<file path="src/rtl/core/drw_pkg.sv">
// Shared constants and types of the diagnostic read/write-by-identifier responder.
package drw_pkg;

    // Storage sizes
    localparam int NUM_ENTRIES = 3;
    localparam int CFG_ENTRIES = 3;
    localparam int MSG_BYTES   = 7;
    localparam int HDR_BYTES   = 3;
    localparam int VAL_BYTES   = 4;
    localparam int RESP_BYTES  = HDR_BYTES + VAL_BYTES;
    localparam int POS_W       = $clog2(MSG_BYTES + 1);
    localparam int IDX_W       = $clog2(MSG_BYTES);
    localparam int RIDX_W      = $clog2(RESP_BYTES);
    localparam int RLEN_W      = $clog2(RESP_BYTES + 1);
    localparam int EIDX_W      = (NUM_ENTRIES > 1) ? $clog2(NUM_ENTRIES) : 1;
    localparam int PADDR_W     = 5;

    // Protocol bytes
    localparam logic [7:0] SVC_READ   = 8'h22;
    localparam logic [7:0] SVC_WRITE  = 8'h2E;
    localparam logic [7:0] POS_OFFSET = 8'h40;
    localparam logic [7:0] NEG_ID     = 8'h7F;
    localparam logic [7:0] NRC_RANGE  = 8'h31;
    localparam logic [2:0] LEN_MAX    = 3'd4;

    // Register indexes
    localparam logic [2:0] REG_COUNT = 3'd0;
    localparam logic [2:0] REG_ID0   = 3'd1;
    localparam logic [2:0] REG_ID1   = 3'd2;
    localparam logic [2:0] REG_ID2   = 3'd3;
    localparam logic [2:0] REG_LEN0  = 3'd4;
    localparam logic [2:0] REG_LEN1  = 3'd5;
    localparam logic [2:0] REG_LEN2  = 3'd6;

    typedef struct packed {
        logic [1:0]                        entry_count;
        logic [CFG_ENTRIES-1:0][15:0]      entry_id;
        logic [CFG_ENTRIES-1:0][2:0]       entry_len;
    } t_cfg;

    typedef struct packed {
        logic store_wr;
        logic decode;
        logic send_adv;
    } t_cmd;

    typedef struct packed {
        logic has_resp;
        logic send_last;
    } t_sts;

endpackage

</file>
<file path="src/rtl/core/drw_req_if.sv">
// Request byte channel.
interface drw_req_if;
    logic       valid;
    logic       ready;
    logic [7:0] req_byte;
    logic       req_last;

    modport source (output valid, output req_byte, output req_last, input ready);
    modport sink   (input valid, input req_byte, input req_last, output ready);
endinterface

</file>
<file path="src/rtl/core/drw_resp_if.sv">
// Response byte channel.
interface drw_resp_if;
    logic       valid;
    logic       ready;
    logic [7:0] resp_byte;
    logic       resp_last;

    modport source (output valid, output resp_byte, output resp_last, input ready);
    modport sink   (input valid, input resp_byte, input resp_last, output ready);
endinterface

</file>
<file path="src/rtl/core/drw_regs.sv">
// Configuration register file behind the APB-style port.
module drw_regs (
    input  logic                         i_clk,
    input  logic                         i_rst_n,
    input  logic                         psel,
    input  logic                         penable,
    input  logic                         pwrite,
    input  logic [drw_pkg::PADDR_W-1:0]  paddr,
    input  logic [31:0]                  pwdata,
    output logic [31:0]                  prdata,
    output logic                         pready,
    output drw_pkg::t_cfg                o_cfg
);
    import drw_pkg::*;

    t_cfg       r_cfg;
    logic [2:0] w_idx;
    logic       w_wr;

    assign w_idx  = paddr[PADDR_W-1:2];
    assign w_wr   = psel && penable && pwrite;
    assign pready = 1'b1;
    assign o_cfg  = r_cfg;

    always_ff @(posedge i_clk) begin
        if (!i_rst_n) begin
            r_cfg.entry_count <= 2'd0;
            for (int i = 0; i < CFG_ENTRIES; i++) begin
                r_cfg.entry_id[i]  <= 16'd0;
                r_cfg.entry_len[i] <= LEN_MAX;
            end
        end else if (w_wr) begin
            case (w_idx)
                REG_COUNT: r_cfg.entry_count  <= pwdata[1:0];
                REG_ID0:   r_cfg.entry_id[0]  <= pwdata[15:0];
                REG_ID1:   r_cfg.entry_id[1]  <= pwdata[15:0];
                REG_ID2:   r_cfg.entry_id[2]  <= pwdata[15:0];
                REG_LEN0:  r_cfg.entry_len[0] <= pwdata[2:0];
                REG_LEN1:  r_cfg.entry_len[1] <= pwdata[2:0];
                REG_LEN2:  r_cfg.entry_len[2] <= pwdata[2:0];
                default: begin
                end
            endcase
        end
    end

    always_comb begin
        prdata = 32'd0;
        case (w_idx)
            REG_COUNT: prdata = {30'd0, r_cfg.entry_count};
            REG_ID0:   prdata = {16'd0, r_cfg.entry_id[0]};
            REG_ID1:   prdata = {16'd0, r_cfg.entry_id[1]};
            REG_ID2:   prdata = {16'd0, r_cfg.entry_id[2]};
            REG_LEN0:  prdata = {29'd0, r_cfg.entry_len[0]};
            REG_LEN1:  prdata = {29'd0, r_cfg.entry_len[1]};
            REG_LEN2:  prdata = {29'd0, r_cfg.entry_len[2]};
            default:   prdata = 32'd0;
        endcase
    end
endmodule

</file>
<file path="src/rtl/core/drw_ctrl.sv">
// Sequencing state machine: collect request, decode, send response.
module drw_ctrl (
    input  logic           i_clk,
    input  logic           i_rst_n,
    input  logic           i_in_valid,
    input  logic           i_in_last,
    input  logic           i_out_ready,
    input  drw_pkg::t_sts  i_sts,
    output logic           o_in_ready,
    output logic           o_out_valid,
    output drw_pkg::t_cmd  o_cmd
);
    import drw_pkg::*;

    localparam logic [1:0] ST_IDLE   = 2'd0;
    localparam logic [1:0] ST_DECODE = 2'd1;
    localparam logic [1:0] ST_SEND   = 2'd2;

    logic [1:0] r_state;
    logic [1:0] n_state;

    assign o_in_ready  = (r_state == ST_IDLE);
    assign o_out_valid = (r_state == ST_SEND);

    always_comb begin
        n_state        = r_state;
        o_cmd.store_wr = 1'b0;
        o_cmd.decode   = 1'b0;
        o_cmd.send_adv = 1'b0;
        case (r_state)
            ST_IDLE: begin
                if (i_in_valid) begin
                    o_cmd.store_wr = 1'b1;
                    if (i_in_last) begin
                        n_state = ST_DECODE;
                    end
                end
            end
            ST_DECODE: begin
                o_cmd.decode = 1'b1;
                n_state      = i_sts.has_resp ? ST_SEND : ST_IDLE;
            end
            ST_SEND: begin
                if (i_out_ready) begin
                    o_cmd.send_adv = 1'b1;
                    if (i_sts.send_last) begin
                        n_state = ST_IDLE;
                    end
                end
            end
            default: n_state = ST_IDLE;
        endcase
    end

    always_ff @(posedge i_clk) begin
        if (!i_rst_n) begin
            r_state <= ST_IDLE;
        end else begin
            r_state <= n_state;
        end
    end
endmodule

</file>
<file path="src/rtl/core/drw_dp.sv">
// Datapath: message store, entry values, identifier search and response buffer.
module drw_dp (
    input  logic           i_clk,
    input  logic           i_rst_n,
    input  drw_pkg::t_cmd  i_cmd,
    input  drw_pkg::t_cfg  i_cfg,
    input  logic [7:0]     i_req_byte,
    output drw_pkg::t_sts  o_sts,
    output logic [7:0]     o_resp_byte
);
    import drw_pkg::*;

    logic [MSG_BYTES-1:0][7:0]   r_store;
    logic [POS_W-1:0]            r_pos;
    logic [NUM_ENTRIES-1:0][31:0] r_values;
    logic [RESP_BYTES-1:0][7:0]  r_resp;
    logic [RLEN_W-1:0]           r_resp_len;
    logic [RIDX_W-1:0]           r_ridx;

    logic [7:0]                  w_svc;
    logic [15:0]                 w_id;
    logic                        w_is_rd;
    logic                        w_is_wr;
    logic                        w_hit;
    logic [EIDX_W-1:0]           w_ent;
    logic [2:0]                  w_len;
    logic [RESP_BYTES-1:0][7:0]  n_resp;
    logic [RLEN_W-1:0]           n_resp_len;

    assign w_svc   = r_store[0];
    assign w_id    = {r_store[1], r_store[2]};
    assign w_is_rd = (w_svc == SVC_READ);
    assign w_is_wr = (w_svc == SVC_WRITE);

    // first registered entry with a matching identifier wins
    always_comb begin
        w_hit = 1'b0;
        w_ent = '0;
        for (int i = NUM_ENTRIES - 1; i >= 0; i--) begin
            if ((2'(i) < i_cfg.entry_count) && (i_cfg.entry_id[i] == w_id)) begin
                w_hit = 1'b1;
                w_ent = EIDX_W'(i);
            end
        end
    end

    always_comb begin
        w_len      = (i_cfg.entry_len[w_ent] > LEN_MAX) ? LEN_MAX : i_cfg.entry_len[w_ent];
        n_resp     = '0;
        n_resp_len = RLEN_W'(HDR_BYTES);
        if (!w_hit) begin
            n_resp[0] = NEG_ID;
            n_resp[1] = w_svc;
            n_resp[2] = NRC_RANGE;
        end else begin
            n_resp[0] = w_svc + POS_OFFSET;
            n_resp[1] = r_store[1];
            n_resp[2] = r_store[2];
            if (w_is_rd) begin
                n_resp_len = RLEN_W'(HDR_BYTES) + RLEN_W'(w_len);
                for (int k = 0; k < VAL_BYTES; k++) begin
                    n_resp[HDR_BYTES + k] = r_values[w_ent][8*k +: 8];
                end
            end
        end
    end

    assign o_sts.has_resp  = w_is_rd || w_is_wr;
    assign o_sts.send_last = (RLEN_W'(r_ridx) == r_resp_len - RLEN_W'(1));
    assign o_resp_byte     = r_resp[r_ridx];

    always_ff @(posedge i_clk) begin
        if (!i_rst_n) begin
            r_store  <= '0;
            r_pos    <= '0;
            r_values <= '0;
            r_ridx   <= '0;
        end else begin
            // drop bytes past the end of the store
            if (i_cmd.store_wr && (r_pos < POS_W'(MSG_BYTES))) begin
                r_store[r_pos[IDX_W-1:0]] <= i_req_byte;
                r_pos                     <= r_pos + POS_W'(1);
            end
            if (i_cmd.decode) begin
                r_store <= '0;
                r_pos   <= '0;
                r_ridx  <= '0;
                if (w_is_wr && w_hit) begin
                    r_values[w_ent] <= {r_store[6], r_store[5], r_store[4], r_store[3]};
                end
            end
            if (i_cmd.send_adv) begin
                r_ridx <= r_ridx + RIDX_W'(1);
            end
        end
    end

    always_ff @(posedge i_clk) begin
        if (i_cmd.decode) begin
            r_resp     <= n_resp;
            r_resp_len <= n_resp_len;
        end
    end
endmodule

</file>
<file path="src/rtl/core/diag_read_write_by_id_responder.sv">
// Top level of the diagnostic read/write-by-identifier responder.
// Request bytes are taken one per cycle while idle, service byte first, into a seven-byte
// message store; bytes past the seventh are dropped. The cycle after the last byte is a
// decode cycle: the identifier is compared against the registered entries at once, a
// write with a matching identifier updates the entry value, and the whole response (3 to
// 7 bytes) is loaded into a response buffer. The response then goes out one word per
// cycle while the sink is ready. The input is held off during decode and send; a request
// with an unknown service is answered with nothing. Registers are written over the
// APB-style port at byte address 4*index and should be changed only while idle.
module diag_read_write_by_id_responder (
    input  logic                         i_clk,
    input  logic                         i_rst_n,
    drw_req_if.sink                      i_req,
    drw_resp_if.source                   o_resp,
    input  logic                         psel,
    input  logic                         penable,
    input  logic                         pwrite,
    input  logic [drw_pkg::PADDR_W-1:0]  paddr,
    input  logic [31:0]                  pwdata,
    output logic [31:0]                  prdata,
    output logic                         pready
);
    import drw_pkg::*;

    t_cfg w_cfg;
    t_cmd w_cmd;
    t_sts w_sts;

    // configuration registers
    drw_regs u_regs (
        .i_clk   (i_clk),
        .i_rst_n (i_rst_n),
        .psel    (psel),
        .penable (penable),
        .pwrite  (pwrite),
        .paddr   (paddr),
        .pwdata  (pwdata),
        .prdata  (prdata),
        .pready  (pready),
        .o_cfg   (w_cfg)
    );

    // sequencer: owns both handshakes
    drw_ctrl u_ctrl (
        .i_clk       (i_clk),
        .i_rst_n     (i_rst_n),
        .i_in_valid  (i_req.valid),
        .i_in_last   (i_req.req_last),
        .i_out_ready (o_resp.ready),
        .i_sts       (w_sts),
        .o_in_ready  (i_req.ready),
        .o_out_valid (o_resp.valid),
        .o_cmd       (w_cmd)
    );

    // store, search and response buffer
    drw_dp u_dp (
        .i_clk       (i_clk),
        .i_rst_n     (i_rst_n),
        .i_cmd       (w_cmd),
        .i_cfg       (w_cfg),
        .i_req_byte  (i_req.req_byte),
        .o_sts       (w_sts),
        .o_resp_byte (o_resp.resp_byte)
    );

    // last word flag comes straight from the buffer index compare
    assign o_resp.resp_last = w_sts.send_last;

    // never take a request word while a response word is offered
    a_no_overlap: assert property (@(posedge i_clk) disable iff (!i_rst_n)
        !(i_req.ready && o_resp.valid))
        else $error("request accepted while response pending");

    // the last request word always leads to a decode cycle with input held
    a_decode_after_last: assert property (@(posedge i_clk) disable iff (!i_rst_n)
        (i_req.valid && i_req.ready && i_req.req_last) |=> (!i_req.ready && !o_resp.valid))
        else $error("no decode cycle after last request word");

    // once the last response word is taken, the response channel goes quiet
    a_resp_ends: assert property (@(posedge i_clk) disable iff (!i_rst_n)
        (o_resp.valid && o_resp.ready && o_resp.resp_last) |=> (!o_resp.valid && i_req.ready))
        else $error("response continued past its last word");

endmodule

</file>
<file path="src/flat_wrapper.sv">
// flat-port wrapper written by rule: the top's interface ports become plain ports
module diag_read_write_by_id_responder_flat import drw_pkg::*;
  (i_clk, i_rst_n, psel, penable, pwrite, paddr, pwdata, prdata, pready, i_req_valid, i_req_req_byte, i_req_req_last, i_req_ready, o_resp_valid, o_resp_resp_byte, o_resp_resp_last, o_resp_ready);
  drw_req_if i_req_i ();
  drw_resp_if o_resp_i ();
  input  logic i_clk;
  input  logic i_rst_n;
  input  logic psel;
  input  logic penable;
  input  logic pwrite;
  input  logic [drw_pkg::PADDR_W-1:0] paddr;
  input  logic [31:0] pwdata;
  output logic [31:0] prdata;
  output logic pready;
  input wire logic [$bits(i_req_i.valid)-1:0] i_req_valid;
  input wire logic [$bits(i_req_i.req_byte)-1:0] i_req_req_byte;
  input wire logic [$bits(i_req_i.req_last)-1:0] i_req_req_last;
  output wire logic [$bits(i_req_i.ready)-1:0] i_req_ready;
  output wire logic [$bits(o_resp_i.valid)-1:0] o_resp_valid;
  output wire logic [$bits(o_resp_i.resp_byte)-1:0] o_resp_resp_byte;
  output wire logic [$bits(o_resp_i.resp_last)-1:0] o_resp_resp_last;
  input wire logic [$bits(o_resp_i.ready)-1:0] o_resp_ready;
  assign i_req_i.valid = i_req_valid;
  assign i_req_i.req_byte = i_req_req_byte;
  assign i_req_i.req_last = i_req_req_last;
  assign i_req_ready = i_req_i.ready;
  assign o_resp_valid = o_resp_i.valid;
  assign o_resp_resp_byte = o_resp_i.resp_byte;
  assign o_resp_resp_last = o_resp_i.resp_last;
  assign o_resp_i.ready = o_resp_ready;
  diag_read_write_by_id_responder u_core (.i_clk(i_clk), .i_rst_n(i_rst_n), .i_req(i_req_i), .o_resp(o_resp_i), .psel(psel), .penable(penable), .pwrite(pwrite), .paddr(paddr), .pwdata(pwdata), .prdata(prdata), .pready(pready));
endmodule
</file>
<file path="config.mk">
export PLATFORM = sky130hd
export DESIGN_NAME = diag_read_write_by_id_responder_flat
export DESIGN_NICKNAME = d
export VERILOG_FILES = /design/src/rtl/core/drw_pkg.sv /design/src/rtl/core/drw_req_if.sv /design/src/rtl/core/drw_resp_if.sv /design/src/rtl/core/drw_regs.sv /design/src/rtl/core/drw_ctrl.sv /design/src/rtl/core/drw_dp.sv /design/src/rtl/core/diag_read_write_by_id_responder.sv /design/src/flat_wrapper.sv
export SDC_FILE = /design/constraint.sdc
export NUM_CORES = 1
export LEC_CHECK = 0
export CAP_MARGIN = 20
export CORE_ASPECT_RATIO = 0.5
export CORE_MARGIN = 2
export CORE_UTILIZATION = 61
export DETAILED_ROUTE_END_ITERATION = 7
export DONT_BUFFER_PORTS = 1
export GPL_TIMING_DRIVEN = 0
export PLACE_DENSITY = 0.88
export SLEW_MARGIN = 20
export SYNTH_ARGS = -nofsm -noshare
export SYNTH_HDL_FRONTEND = slang
export SYNTH_HIERARCHICAL = 1
export SYNTH_SLANG_ARGS = --single-unit
export TNS_END_PERCENT = 50
</file>
<file path="constraint.sdc">
create_clock -name i_clk -period 6.7 [get_ports i_clk]
set_clock_uncertainty 0.15 [all_clocks]
set_input_delay 1.34 -clock i_clk [delete_from_list [all_inputs] [get_ports i_clk]]
set_output_delay 1.34 -clock i_clk [all_outputs]
set_load 0.02 [all_outputs]
</file>
-- Word level (Yosys, flattened, before mapping)
Index checks and enable logic that the tools add are counted.
- flip-flop bits (word level): 278
- bits in latches: 0
- memory bits (writable): 0
- bits in read-only memories: 0
- input bits: 53
- output and inout bits: 44
- memories kept: 0
- add/sub/neg operators: 5
- multiply operators: 0
- div/mod/pow operators: 0
- $lt $le $gt $ge: 10
- equal/unequal tests: 18
- shifts and indexed selects: 0
- multiplexer cells: 34
- bitwise operators: 1
- reductions and logical operators: 24
- operator list (operator ; count):
    case mux 16 bit (7 select lines) ; 1
    bitwise mux 96 bit ; 1
    binary-select mux 32 bit (select 2 bit) ; 1
    demux 32 bit (select 2 bit) ; 1
    two-way mux 32 bit ; 2
    bitwise mux 56 bit ; 1
    == test 16 bit ; 3
    binary-select mux 8 bit (select 3 bit) ; 1
    demux 8 bit (select 3 bit) ; 1
    AND reduction 2 bit ; 9
    == test 8 x 6 -> 1 bit (second input constant) ; 2
    two-way mux 16 bit ; 1
    two-way mux 2 bit ; 8
    two-way mux 8 bit ; 2
    two-way mux 3 bit ; 4
    == test 3 bit (second input constant) ; 3
    logical AND 1 bit ; 9
    adder 8 x 7 -> 8 bit (second input constant) ; 1
    less-than comparator 3 x 4 -> 1 bit (second input constant) ; 2
    two-way mux 1 bit ; 8
    adder 3 x 1 -> 3 bit (second input constant) ; 2
    binary-select mux 3 bit (select 2 bit) ; 1
    == test 3 x 2 -> 1 bit (second input constant) ; 2
    case mux 2 bit (3 select lines) ; 1
    other kinds (22) ; 25

-- Logic depth before layout (Yosys ltp)
- depth in word-level cells: 10
- depth in mapped cells: 13
- mapped depth without buffers: 11

-- Modules after synthesis
The synthesis kept the hierarchy.
- by module, submodules not included (module ; instances ; cells each ; area each (µm²)):
    drw_dp ; 1 ; 1015 ; 10098.4
    drw_regs ; 1 ; 302 ; 2832.7
    drw_ctrl ; 1 ; 11 ; 111.4

-- Least setup slack after synthesis
OpenSTA, ideal clock, no wires.
- kind: input port to output port
- start point: input paddr[3] (netlist name)
- end point: output prdata[11]
- data arrival time: 2.263 ns
- setup slack: 2.947 ns
- cell stages on the path: 4
- path buffers: 1
- path through: nor2b_1 clkbuf_1 a22oi_1 nor2_1
- word-level cells in the longest chain between the ends: 2
- elaborated cells on any way between the ends: 8
- RTL lines (item ; line ; RTL):
    from (decl) ; flat_wrapper.sv:11 ; input logic [drw_pkg::PADDR_W-1:0] paddr;
    == test 3 bit, or another cell as far along ; drw_regs.sv:49 ; case (w_idx)
    case mux 16 bit (7 select lines) (*) ; drw_regs.sv:49 ;
    to (decl) ; flat_wrapper.sv:13 ; output logic [31:0] prdata;
Every way passes the cells marked *; elsewhere a longest branch is shown, timed or not.

-- Worst setup path after layout
- start point: register u_core.u_dp.r_ridx[1]
- end point: output o_resp_resp_byte[6]
- word-level cells in the longest chain between the ends: 2
- RTL lines (item ; line ; RTL):
    from (decl) ; drw_dp.sv:18 ; logic [RIDX_W-1:0] r_ridx;
    from (signal assigned) ; drw_dp.sv:93 ; r_ridx <= r_ridx + RIDX_W'(1);
    binary-select mux 8 bit (select 3 bit) ; drw_dp.sv:70 ; assign o_resp_byte = r_resp[r_ridx];
    two-way mux 8 bit (implied by the code) ; drw_dp.sv:70 ;
    to (decl) ; flat_wrapper.sv:20 ; output wire logic [$bits(o_resp_i.resp_byte)-1:0] o_resp_resp_byte;
Every way passes these cells. The select of a mux whose other input is x is not followed.

==> impl_metrics.yaml <==
setup_path:
  critical_path_required_ns: 5.21
  crit_fanout: 10
  critPathTopFamily: "buffers and inverters"
  critPathMaxStageDelay_ns: 0.60
  cp_cell_sequence: "clkbuf_1 -> clkbuf_1 -> mux4_2 -> nor2_1 -> a21oi_1"
  worst_r2r_endpoint: "u_core/u_dp/r_resp_len[2]"
  cp_common_cell: "clkbuf_1"
  worstSetupPathType: "register to primary output"
  cp.arrival_ns: 2.87
  end_kind: "primary output"
  r2r_slack_ns: 2.56
  reg2regPathDepth: 13
  worst_path_max_delay_cell: "clkbuf_1"
  r2r_start: "u_core/u_dp/r_store[23]"
  path_buf_inv: 2
  crit_path_start_kind: "register"
drt:
  drt-pass1-iter-count: 5
  totalWireLength_mm: 36.2
  drtAntennaViolNets: 0
  remaining_drc_errors: 0
  drt-initial-drc-count: 1080
  post_drt_wl_per_cell_um: 21.8
  vias_per_cell: 6.23
  dr_total_vias: 10400
pwr:
  clkPwrFrac_pct: 43.3
  p_leak_nw: 5.99
  seqPwrFrac_pct: 51.7
  switchingPower_uw: 765
  p_int_mw: 2.61
  switching_share_pct: 22.7
  pwr-share-comb_pct: 5.0
  peakVddDrop_mv: 0.220
  power.density_nw_per_um2: 235
floorplan:
  ios: 97
  num_rows: 37
  start_util_pct: 62.9
  core-area_um2: 20700
  dieArea_um2: 22600
  fp.dieW_um: 211
  die_h_um: 107
sta:
  finalSetupTns_ns: 0
  setup_viol: 0
  fmaxAchievable_mhz: 230
  hold_violations: 0
  maxSlewViolCount: 0
  slew_headroom_pct: 32.7
  period_minus_slack_ns: 4.36
  fin_ws_ns: 2.34
  worstMarginPinSlew_ns: 1.01
  post-route-period-util_pct: 65.0
  rsz0062_at_grt: "no"
cts:
  cts_resized: 0
  root_buffer: "clkbuf_16"
  cts_tree: "done"
  cts_made_buffers: 25
  clk-insertion-delay-late_ns: 0.53
  post-cts-setup-buffers: 0
  holdBufCountCts: 0
  cts_sinks: 278
  htree_levels: 1
  clk_pin_slew_worst_paths_ns: 0.06
  clk_path_buf_depth: 3
logic_synthesis:
  ys_seq_area_share_pct: 47.2
  synth-edff-count: 59
  yosysWarningCount: 6
  synth_cell_type_count: 58
  ys_ff_latch: 278
  synth_most_common_cell: "nand2_1"
  syn_avg_cell_area_um2: 9.82
  synth_common_cells: "nand2_1 (284), dfxtp_1 (219), mux2i_1 (176)"
  netlist_instances: 1328
  synth_ff_type: "dfxtp_1"
  synthesis.area_um2: 13000
  synthArstFlopShare_pct: 0
  synth.top_cell.area_share_pct: 33.6
  yosys-top-cells-area: "dfxtp_1 (34%), edfxtp_1 (14%), mux2i_1 (14%)"
  yosys.area.top_type: "dfxtp_1"
min_path:
  hp-start: "u_core/u_dp/r_values[11]"
  hold_path_end: "u_core/u_dp/r_values[11]"
  hold_depth: 2
  hp-class: "register to register"
global_routing:
  antenna_found_initial: 0
  grt_pass1_vias: 10100
  grtUsageMet1_pct: 38.4
  use_met2_pct: 54.1
  use_met3_pct: 5.11
  grt_max_degree: 30
  grt_first_pass_wirelength_mm: 55.3
  busiest_layer: "met2"
  globalRouteOverflowTotal: 0
  grt_usage_pct: 31.6
placed_design:
  gp_congestion: 0.907
  pre_cts_ws_ns: 2.62
  io_buffer_count: 0
  dp_hpwl_mm: 25.2
finish:
  n_antenna_cell: 0
  drive_above_1_share_pct: 9.99
  num-fill-cells: 1418
  layout.nets: 1430
  area_growth_pct: 9.82
outcome:
  status: "complete, no violations"
job:
  drv_cap: 0
[sequential cells by signal, summed over array words and instances (netlist names)]
signal,cells
u_core/u_dp/w_svc,8
u_core/u_dp/r_values,96
u_core/u_dp/r_resp,56
u_core/u_dp/r_store,48
u_core/u_dp/r_ridx,3
u_core/u_dp/r_pos,3
u_core/u_dp/r_resp_len,3
u_core/u_ctrl/r_state,2
u_core/u_regs/o_cfg,59
[kinds of logic (layout without fill, tap and decap cells)]
group,Yosys count,after routing,share of synthesized area [%]
simple gates,507,507,18.4
mux,209,209,17.1
flops,278,278,47.2
xor+xnor,53,53,3.56
buf+inv,103,151,4.13
compound gates,171,171,9.06
fa+ha+maj,5,5,0.480
other cells,2,17,0.0576
[per-layer routing]
layer	wire length [um]	vias to the layer above	share of wire (%)
met5	0	-	0
met4	2130	0	5.9
met3	2980	150	8.2
met2	17100	599	47
met1	14000	4979	39
li1	-	4646	-
[area by class of cell]
| type | count | area (um2) | area share (%) |
|---|---|---|---|
| buffer | 95 | 509 | 3.56 |
| clock buffer | 36 | 751 | 5.24 |
| clock inverter | 10 | 80.1 | 0.559 |
| inverter | 8 | 30.0 | 0.210 |
| multi-input combinational | 962 | 6410 | 44.7 |
| sequential | 278 | 6160 | 43.0 |
| tap | 273 | 342 | 2.38 |
| timing repair buffer | 2 | 47.5 | 0.332 |
[worst max-delay path by stage]
stage,end,cells past startpoint,slack (ns),startpoint
after detailed placement,prdata[7],4,2.62,paddr[3]
after CTS,o_resp_resp_byte[6],5,2.36,u_core/u_dp/r_ridx[1]
after floorplan,prdata[11],4,2.95,paddr[3]
after global routing,o_resp_resp_last,4,2.32,u_core/u_dp/r_ridx[0]
after global placement,u_core/u_dp/r_values[18],8,2.21,u_core/u_ctrl/r_state[0]
final,o_resp_resp_byte[6],5,2.34,u_core/u_dp/r_ridx[1]
[metrics by stage]
stage | power (mW) | cells | util, % | hold WS [ns] | instance area, um2
floorplan | 1.90 | 1343 | - | 0.290 | 13100
global placement | 1.94 | 1616 | 64.8 | 0.297 | 13400
detailed placement | 1.94 | 1618 | 65.1 | 0.305 | 13500
CTS | 3.37 | 1664 | 69.1 | 0.315 | 14300
global route | 3.45 | 1664 | 69.1 | 0.325 | 14300
finish | 3.37 | 1664 | 69.1 | 0.311 | 14300
[worst min-delay path, delay by kind of cell (launching register included)]
| family | cells | cell delay [ns] |
|---|---|---|
| AOI/OAI and AO/OA | 1 | 0.06 |
| DFF | 1 | 0.31 |
| and+or+nand+nor | 1 | 0.05 |
[power by group through the flow]
stage	Sequential (mW)	Clock, mW	Combinational (mW)
2_1_floorplan	1.77	0	0.127
5_1_grt	1.74	1.52	0.181
4_1_cts	1.74	1.46	0.166
3_3_place_gp	1.78	0	0.157
6_report	1.74	1.46	0.170
3_5_place_dp	1.78	0	0.163
[layout by cell type, fill, tap and decap left out, drive strengths merged, types with 4 or more instances in the layout]
cell,count
clkinv,6
nor2,59
or4,4
nand4,9
nand2,284
edfxtp,59
buf,46
a22oi,15
mux2,24
conb,17
clkbuf,87
nand2b,7
nand3,11
nor4,12
a21oi,69
mux2i,176
mux4,9
o211a,32
nor2b,79
o21ai,8
or2,12
dfxtp,219
and2,4
nor3,6
xnor2,23
o211ai,4
inv,11
xor2,30
a21boi,32
ha,5
or3,5
(Power assumes the default switching activity.)
